--- src/hw/rtl/mssd_pkg.sv ---
// Package for the multiplexed seven-segment driver.
// Field widths, command codes, controller/datapath structs and the segment table.
// No dependencies.
`default_nettype none

package mssd_pkg;

  localparam int VALUE_W        = 27;
  localparam int POS_W          = 3;
  localparam int SEG_W          = 7;
  localparam int DIGIT_W        = 4;
  localparam int CNT_W          = $clog2(VALUE_W);
  localparam int NUM_DIGITS_DEF = 8;

  localparam logic CMD_LOAD = 1'b0;
  localparam logic CMD_TICK = 1'b1;

  typedef enum logic {
    ST_IDLE,
    ST_CONV
  } state_t;

  typedef struct packed {
    logic load_start;
    logic shift;
    logic capture;
  } dp_cmd_t;

  typedef struct packed {
    logic last_bit;
    logic out_hold;
  } dp_status_t;

  // Common-cathode code, bit 0 is segment a. Codes above nine show blank.
  function automatic logic [SEG_W-1:0] seg_of(input logic [DIGIT_W-1:0] d);
    logic [SEG_W-1:0] s;
    unique case (d)
      4'd0:    s = 7'h3F;
      4'd1:    s = 7'h06;
      4'd2:    s = 7'h5B;
      4'd3:    s = 7'h4F;
      4'd4:    s = 7'h66;
      4'd5:    s = 7'h6D;
      4'd6:    s = 7'h7D;
      4'd7:    s = 7'h07;
      4'd8:    s = 7'h7F;
      4'd9:    s = 7'h6F;
      default: s = 7'h00;
    endcase
    return s;
  endfunction

endpackage

`default_nettype wire

--- src/hw/rtl/multiplexed_seven_segment_driver.sv ---
// Multiplexed seven-segment driver: load requests fill the digit store, tick requests
// give the scan position and its segment code. A tick's result is registered and valid
// the cycle after acceptance; throughput is one tick per cycle while no result is held
// back by out_stall and no load is converting. A load holds the input stalled while the
// shift-add-3 loop converts it, one value bit per step. Synchronous reset clears all
// digits to zero, the scan position to zero and drops any pending result.
`default_nettype none

module multiplexed_seven_segment_driver #(
  parameter int NUM_DIGITS = mssd_pkg::NUM_DIGITS_DEF
) (
  input  logic                        clk,
  input  logic                        rst,
  input  logic                        in_valid,
  output logic                        in_stall,
  input  logic                        cmd,
  input  logic [mssd_pkg::VALUE_W-1:0] value,
  output logic                        out_valid,
  input  logic                        out_stall,
  output logic [mssd_pkg::POS_W-1:0]  digit_position,
  output logic [mssd_pkg::SEG_W-1:0]  segments
);
  import mssd_pkg::*;

  dp_cmd_t    dp_cmd;
  dp_status_t dp_status;

  mssd_ctrl u_ctrl (
    .clk       (clk),
    .rst       (rst),
    .in_valid  (in_valid),
    .in_stall  (in_stall),
    .cmd       (cmd),
    .dp_cmd    (dp_cmd),
    .dp_status (dp_status)
  );

  mssd_dp #(
    .NUM_DIGITS (NUM_DIGITS)
  ) u_dp (
    .clk            (clk),
    .rst            (rst),
    .value          (value),
    .dp_cmd         (dp_cmd),
    .dp_status      (dp_status),
    .out_valid      (out_valid),
    .out_stall      (out_stall),
    .digit_position (digit_position),
    .segments       (segments)
  );

endmodule

`default_nettype wire

--- src/hw/rtl/mssd_ctrl.sv ---
// Controller for the seven-segment driver: accepts requests and sequences a load.
// Depends on mssd_pkg.
`default_nettype none

module mssd_ctrl (
  input  logic                 clk,
  input  logic                 rst,
  input  logic                 in_valid,
  output logic                 in_stall,
  input  logic                 cmd,
  output mssd_pkg::dp_cmd_t    dp_cmd,
  input  mssd_pkg::dp_status_t dp_status
);
  import mssd_pkg::*;

  state_t state;
  state_t state_next;
  logic   accept;

  assign accept = in_valid && !in_stall;

  always_ff @(posedge clk) begin
    if (rst) begin
      state <= ST_IDLE;
    end else begin
      state <= state_next;
    end
  end

  always_comb begin
    state_next = state;
    unique case (state)
      ST_IDLE: begin
        if (accept && cmd == CMD_LOAD) begin
          state_next = ST_CONV;
        end
      end
      ST_CONV: begin
        if (dp_status.last_bit) begin
          state_next = ST_IDLE;
        end
      end
      default: state_next = ST_IDLE;
    endcase
  end

  always_comb begin
    in_stall          = 1'b1;
    dp_cmd.load_start = 1'b0;
    dp_cmd.shift      = 1'b0;
    dp_cmd.capture    = 1'b0;
    unique case (state)
      ST_IDLE: begin
        // A waiting result blocks new requests until it drains.
        in_stall          = dp_status.out_hold;
        dp_cmd.load_start = in_valid && !dp_status.out_hold && cmd == CMD_LOAD;
        dp_cmd.capture    = in_valid && !dp_status.out_hold && cmd == CMD_TICK;
      end
      ST_CONV: begin
        dp_cmd.shift = 1'b1;
      end
      default: begin
        in_stall = 1'b1;
      end
    endcase
  end

  a_load_starts_conv: assert property (@(posedge clk) disable iff (rst)
    (state == ST_IDLE && accept && cmd == CMD_LOAD) |=> state == ST_CONV)
    else $error("load request did not start a conversion");

  a_conv_ends: assert property (@(posedge clk) disable iff (rst)
    (state == ST_CONV && dp_status.last_bit) |=> state == ST_IDLE)
    else $error("conversion did not end after its last bit");

  a_conv_stalls: assert property (@(posedge clk) disable iff (rst)
    (state == ST_CONV) |-> in_stall)
    else $error("request accepted during a conversion");

endmodule

`default_nettype wire

--- src/hw/rtl/mssd_dp.sv ---
// Datapath for the seven-segment driver: shift-add-3 binary to BCD conversion,
// digit store, scan position and the registered result. Depends on mssd_pkg.
`default_nettype none

module mssd_dp #(
  parameter int NUM_DIGITS = mssd_pkg::NUM_DIGITS_DEF
) (
  input  logic                        clk,
  input  logic                        rst,
  input  logic [mssd_pkg::VALUE_W-1:0] value,
  input  mssd_pkg::dp_cmd_t           dp_cmd,
  output mssd_pkg::dp_status_t        dp_status,
  output logic                        out_valid,
  input  logic                        out_stall,
  output logic [mssd_pkg::POS_W-1:0]  digit_position,
  output logic [mssd_pkg::SEG_W-1:0]  segments
);
  import mssd_pkg::*;

  localparam int IDX_W = (NUM_DIGITS > 1) ? $clog2(NUM_DIGITS) : 1;

  logic [DIGIT_W-1:0] digits      [NUM_DIGITS];
  logic [DIGIT_W-1:0] digits_next [NUM_DIGITS];
  logic [DIGIT_W-1:0] adj         [NUM_DIGITS];
  logic [VALUE_W-1:0] sr;
  logic [CNT_W-1:0]   cnt;
  logic [POS_W-1:0]   scan_index;

  // Each digit at five or more gets three added before the shift; a carry out
  // of the top digit is dropped, which keeps only the lowest digits.
  always_comb begin
    for (int i = 0; i < NUM_DIGITS; i++) begin
      adj[i] = (digits[i] >= DIGIT_W'(5)) ? digits[i] + DIGIT_W'(3) : digits[i];
    end
    digits_next[0] = {adj[0][DIGIT_W-2:0], sr[VALUE_W-1]};
    for (int i = 1; i < NUM_DIGITS; i++) begin
      digits_next[i] = {adj[i][DIGIT_W-2:0], adj[i-1][DIGIT_W-1]};
    end
  end

  always_ff @(posedge clk) begin
    if (rst) begin
      for (int i = 0; i < NUM_DIGITS; i++) begin
        digits[i] <= '0;
      end
      cnt <= '0;
    end else if (dp_cmd.load_start) begin
      for (int i = 0; i < NUM_DIGITS; i++) begin
        digits[i] <= '0;
      end
      cnt <= '0;
    end else if (dp_cmd.shift) begin
      digits <= digits_next;
      cnt    <= cnt + CNT_W'(1);
    end
  end

  always_ff @(posedge clk) begin
    if (dp_cmd.load_start) begin
      sr <= value;
    end else if (dp_cmd.shift) begin
      sr <= {sr[VALUE_W-2:0], 1'b0};
    end
  end

  always_ff @(posedge clk) begin
    if (rst) begin
      scan_index <= '0;
      out_valid  <= 1'b0;
    end else begin
      if (dp_cmd.capture) begin
        out_valid <= 1'b1;
        if (scan_index == POS_W'(NUM_DIGITS - 1)) begin
          scan_index <= '0;
        end else begin
          scan_index <= scan_index + POS_W'(1);
        end
      end else if (!out_stall) begin
        out_valid <= 1'b0;
      end
    end
  end

  always_ff @(posedge clk) begin
    if (dp_cmd.capture) begin
      digit_position <= scan_index;
      segments       <= seg_of(digits[scan_index[IDX_W-1:0]]);
    end
  end

  assign dp_status.last_bit = (cnt == CNT_W'(VALUE_W - 1));
  assign dp_status.out_hold = out_valid && out_stall;

  a_scan_in_range: assert property (@(posedge clk) disable iff (rst)
    32'(scan_index) < NUM_DIGITS)
    else $error("scan position beyond the last digit");

  a_cnt_in_range: assert property (@(posedge clk) disable iff (rst)
    dp_cmd.shift |-> 32'(cnt) < VALUE_W)
    else $error("conversion ran past the last input bit");

  a_capture_shows: assert property (@(posedge clk) disable iff (rst)
    dp_cmd.capture |=> out_valid)
    else $error("scan tick gave no result");

endmodule

`default_nettype wire

--- config.mk ---
export PLATFORM = sky130hd
export DESIGN_NAME = multiplexed_seven_segment_driver
export DESIGN_NICKNAME = d
export VERILOG_FILES = /design/src/hw/rtl/mssd_pkg.sv /design/src/hw/rtl/multiplexed_seven_segment_driver.sv /design/src/hw/rtl/mssd_ctrl.sv /design/src/hw/rtl/mssd_dp.sv
export SDC_FILE = /design/constraint.sdc
export NUM_CORES = 1
export LEC_CHECK = 0
export ABC_AREA = 1
export ABC_CLOCK_PERIOD_IN_PS = 2800
export BUFFER_PORTS_ARGS = -buffer_cell sky130_fd_sc_hd__buf_2
export CAP_MARGIN = 10
export CORE_UTILIZATION = 25
export CTS_CLUSTER_DIAMETER = 60
export CTS_CLUSTER_SIZE = 25
export DETAILED_ROUTE_END_ITERATION = 6
export PLACE_DENSITY = 0.43
export SLEW_MARGIN = 5
export SYNTH_ARGS = -nofsm -noshare
export SYNTH_HDL_FRONTEND = slang
export SYNTH_SLANG_ARGS = --single-unit
--- constraint.sdc ---
create_clock -name clk -period 2.8 [get_ports clk]
set_input_delay 0.14 -clock clk [delete_from_list [all_inputs] [get_ports clk]]
set_output_delay 0.14 -clock clk [all_outputs]
set_load 0.005 [all_outputs]
==> out/results.ini <==
[outcome]
status = finished, final reports clean

[cells_and_area]
regArea_um2 = 1950
design_area_um2 = 5130
area_growth_pct = 16.8
antenna_cells = 0
nNetsFinal = 657
fillCellCount = 1868
multi_input_area_um2 = 2040
drive_gt1_share_pct = 13.9
fin_util_pct = 29.7

[logic_synthesis]
synth_top_family_by_area = simple AND/OR/NAND/NOR gates
synth_area_per_cell_um2 = 7.85
postSynth.asyncResetShare_pct = 0
ys_ff_latch = 79
synth_top_area_cell = edfxtp_1
syn_nets = 617
yosys_most_used_dff = dfxtp_1
syn-cell-area_um2 = 4390
synth_xor_area_share_pct = 2.99
yosys.area_share.adder_pct = 7.41
ys_seq_area_share_pct = 44.5
yosys_warnings = 0
yosys.area_share.simple_pct = 24.6
ys_types = 32
synth-edff-count = 37
synth_cells = 559
netlist_top_cells_area = edfxtp_1 25%, dfxtp_1 19%, nand2_1 16%
synthMuxAreaShare_pct = 0
synth-compound-area-share_pct = 11.4
synth_top_area_share_pct = 25.3

[worst_setup_path]
cp.arrival_ns = 2.12
crit_required_ns = 2.90
timing.rr.start = u_dp.scan_index[0]
critPathLaunchType = register
critical_path.max_fanout = 14
critPathLaunch = u_dp.scan_index[0]
path_class = reg -> reg
crit_path_end_kind = register

[cts]
cts_setup_buffers = 0
ctsResizeCount = 0
path_clk_slew_ns = 0.06
cts_tree = built
clk_latency_ns = 0.35
clk_path_buf_depth = 2
h-tree-depth = 3
clock-sinks = 79
numCtsBuffers = 9
root_buffer = clkbuf_16
hold_buffers = 0

[place]
place_area_um2 = 4810
port_buffers = 43
dp_hpwl_mm = 6.80
place_congestion = 0.782

[global_route]
grt_max_degree = 42
antenna_found_initial = 0
grt_pass1_vias = 3424
gr-total-overflow = 0
globalRouteTotalUtil_pct = 11.9
grt_pass1_wl_mm = 16.7

[timing]
max_freq_mhz = 495
setup_viol = 0
min_period_over_period_pct = 72.2
finalMaxSlewViolations = 0
finClkSkew_ns = 0.0106
period_minus_slack_ns = 2.02
rsz0062_at_grt = no
hold_viol = 0
setup-tns-final_ns = 0
slew_headroom_pct = 47.5
worst_pin_slew_ns = 0.785

[power]
p_int_mw = 2.21
netSwitchingFraction_pct = 26.7
clkPwrFrac_pct = 41.0
power_density_nw_per_um2 = 588
p_seq_share_pct = 44.9
p_comb_share_pct = 14.2
ir_worst_vdd_mv = 0.363
p_total_mw = 3.01
p_sw_mw = 0.804
leakagePower_nw = 2.38

[floorplan]
dieArea_um2 = 18100
fp.dieH_um = 135
rows = 48
dieWidth_um = 135
io_pins = 44
design.core.area_um2 = 17200
start_util_pct = 25.5

[hold_path]
hp-class = in -> reg
hp-start = rst

[drt]
finalWirelength_mm = 9.79
viasPerCell = 4.35
wire_per_inst_um = 11.8
drtPass1Iterations = 4
drt_iter0_markers = 169
drcViolationCount = 0
vias = 3610
ant_nets = 0

[job]
cap_violations = 0

==> routing by layer <==
layer / track usage, % / wire length [um]
met1: 15.3 / 4870
met4: 3.12 / 99
met2: 18.8 / 4370
met5: 0 / 0
met3: 4.24 / 451
==> cells in the mapped netlist, types with 2 or more instances <==
library cell  number
dfxtp_1           42
nor2_1            15
buf_6              3
o31ai_1            8
nor3_1             2
a21oi_1           47
nand2_2            5
nand3_2            3
inv_2              5
edfxtp_1          37
ha_1              26
clkbuf_1           4
nand2_1          187
o21ai_4            2
nand3b_1           3
o21ai_0           26
nand3_1           35
o211ai_1           2
buf_2             10
a211oi_1           2
xor2_1            15
inv_1             70
==> power groups by stage <==
stage	clock network, mW	registers, mW	logic, mW
2_1_floorplan	0	1.37	0.320
3_3_place_gp	0	1.38	0.427
3_5_place_dp	0	1.38	0.434
4_1_cts	1.28	1.35	0.436
5_1_grt	1.33	1.36	0.498
6_report	1.23	1.35	0.427
==> flip-flops by register name, summed over array words and instances, names as in the netlist <==
| name | flops |
|---|---|
| u_dp.digits | 32 |
| u_dp.sr | 27 |
| u_dp.segments | 7 |
| u_dp.cnt | 5 |
| u_dp.digit_position | 3 |
| u_dp.scan_index | 3 |
| u_ctrl.state | 1 |
| u_dp.out_valid | 1 |
==> cells by family (layout without fill, tap and decap cells) <==
logic type               count (synthesis)  after routing
AO/OA/AOI/OAI                           89             89
XOR/XNOR                                15             15
adder cells (fa/ha/maj)                 26             26
buffers and inverters                   95            140
flip-flops                              79             79
AND/OR/NAND/NOR                        255            255
==> stage by stage <==
step                hold slack, ns  setup slack, ns  std cells
floorplan                    0.209            0.958        559
global placement             0.394            0.821        813
detailed placement           0.402            0.784        813
CTS                         0.0207            0.773        829
global route                0.0299            0.572        829
finish                      0.0320            0.779        829
==> cells in the final DEF (no fill, tap or decap), types with 3 or more instances in the layout <==
| cell type | synthesis | final |
|---|---|---|
| a21oi_1 | 47 | 47 |
| ha_1 | 26 | 26 |
| inv_1 | 70 | 70 |
| buf_2 | 10 | 43 |
| xor2_1 | 15 | 15 |
| clkbuf_16 | 0 | 10 |
| nand2_2 | 5 | 5 |
| nand3b_1 | 3 | 3 |
| nand3_1 | 35 | 35 |
| nand3_2 | 3 | 3 |
| inv_2 | 5 | 5 |
| o21ai_0 | 26 | 26 |
| dfxtp_1 | 42 | 42 |
| edfxtp_1 | 37 | 37 |
| nor2_1 | 15 | 15 |
| buf_4 | 1 | 5 |
| nand2_1 | 187 | 187 |
| o31ai_1 | 8 | 8 |
==> final timing paths <==
check / to / slack, ns / cells after the start
setup / recovery: u_dp.segments[3] / 0.78 / 12
hold / removal: u_ctrl.state / 0.03 / 2
hold reg to reg: u_dp.digits[3] / 0.46 / 2
setup reg to reg: u_dp.segments[3] / 0.78 / 12
==> worst max-delay path, cell delays in order, from the launching register on <==
cell     delay, ns
dfxtp_1       0.49
buf_4         0.27
nand2_1       0.07
nand3_1       0.08
nand2_1       0.06
nand2_1       0.08
nand2_2       0.11
inv_2         0.12
ha_1          0.24
nand3_1       0.10
nand2_1       0.06
nand2_1       0.06
nand2_1       0.04
==> final cells by class <==
| type | instances | share of cell area [%] |
|---|---|---|
| multi-input cells | 385 | 39.8 |
| well taps | 225 | 5.49 |
| inverters | 76 | 5.66 |
| clock buffers | 12 | 5.03 |
| clock inverters | 4 | 1.07 |
| flip-flops and latches | 79 | 38.1 |
| repair buffers | 48 | 4.93 |
(Power assumes the default switching activity.)
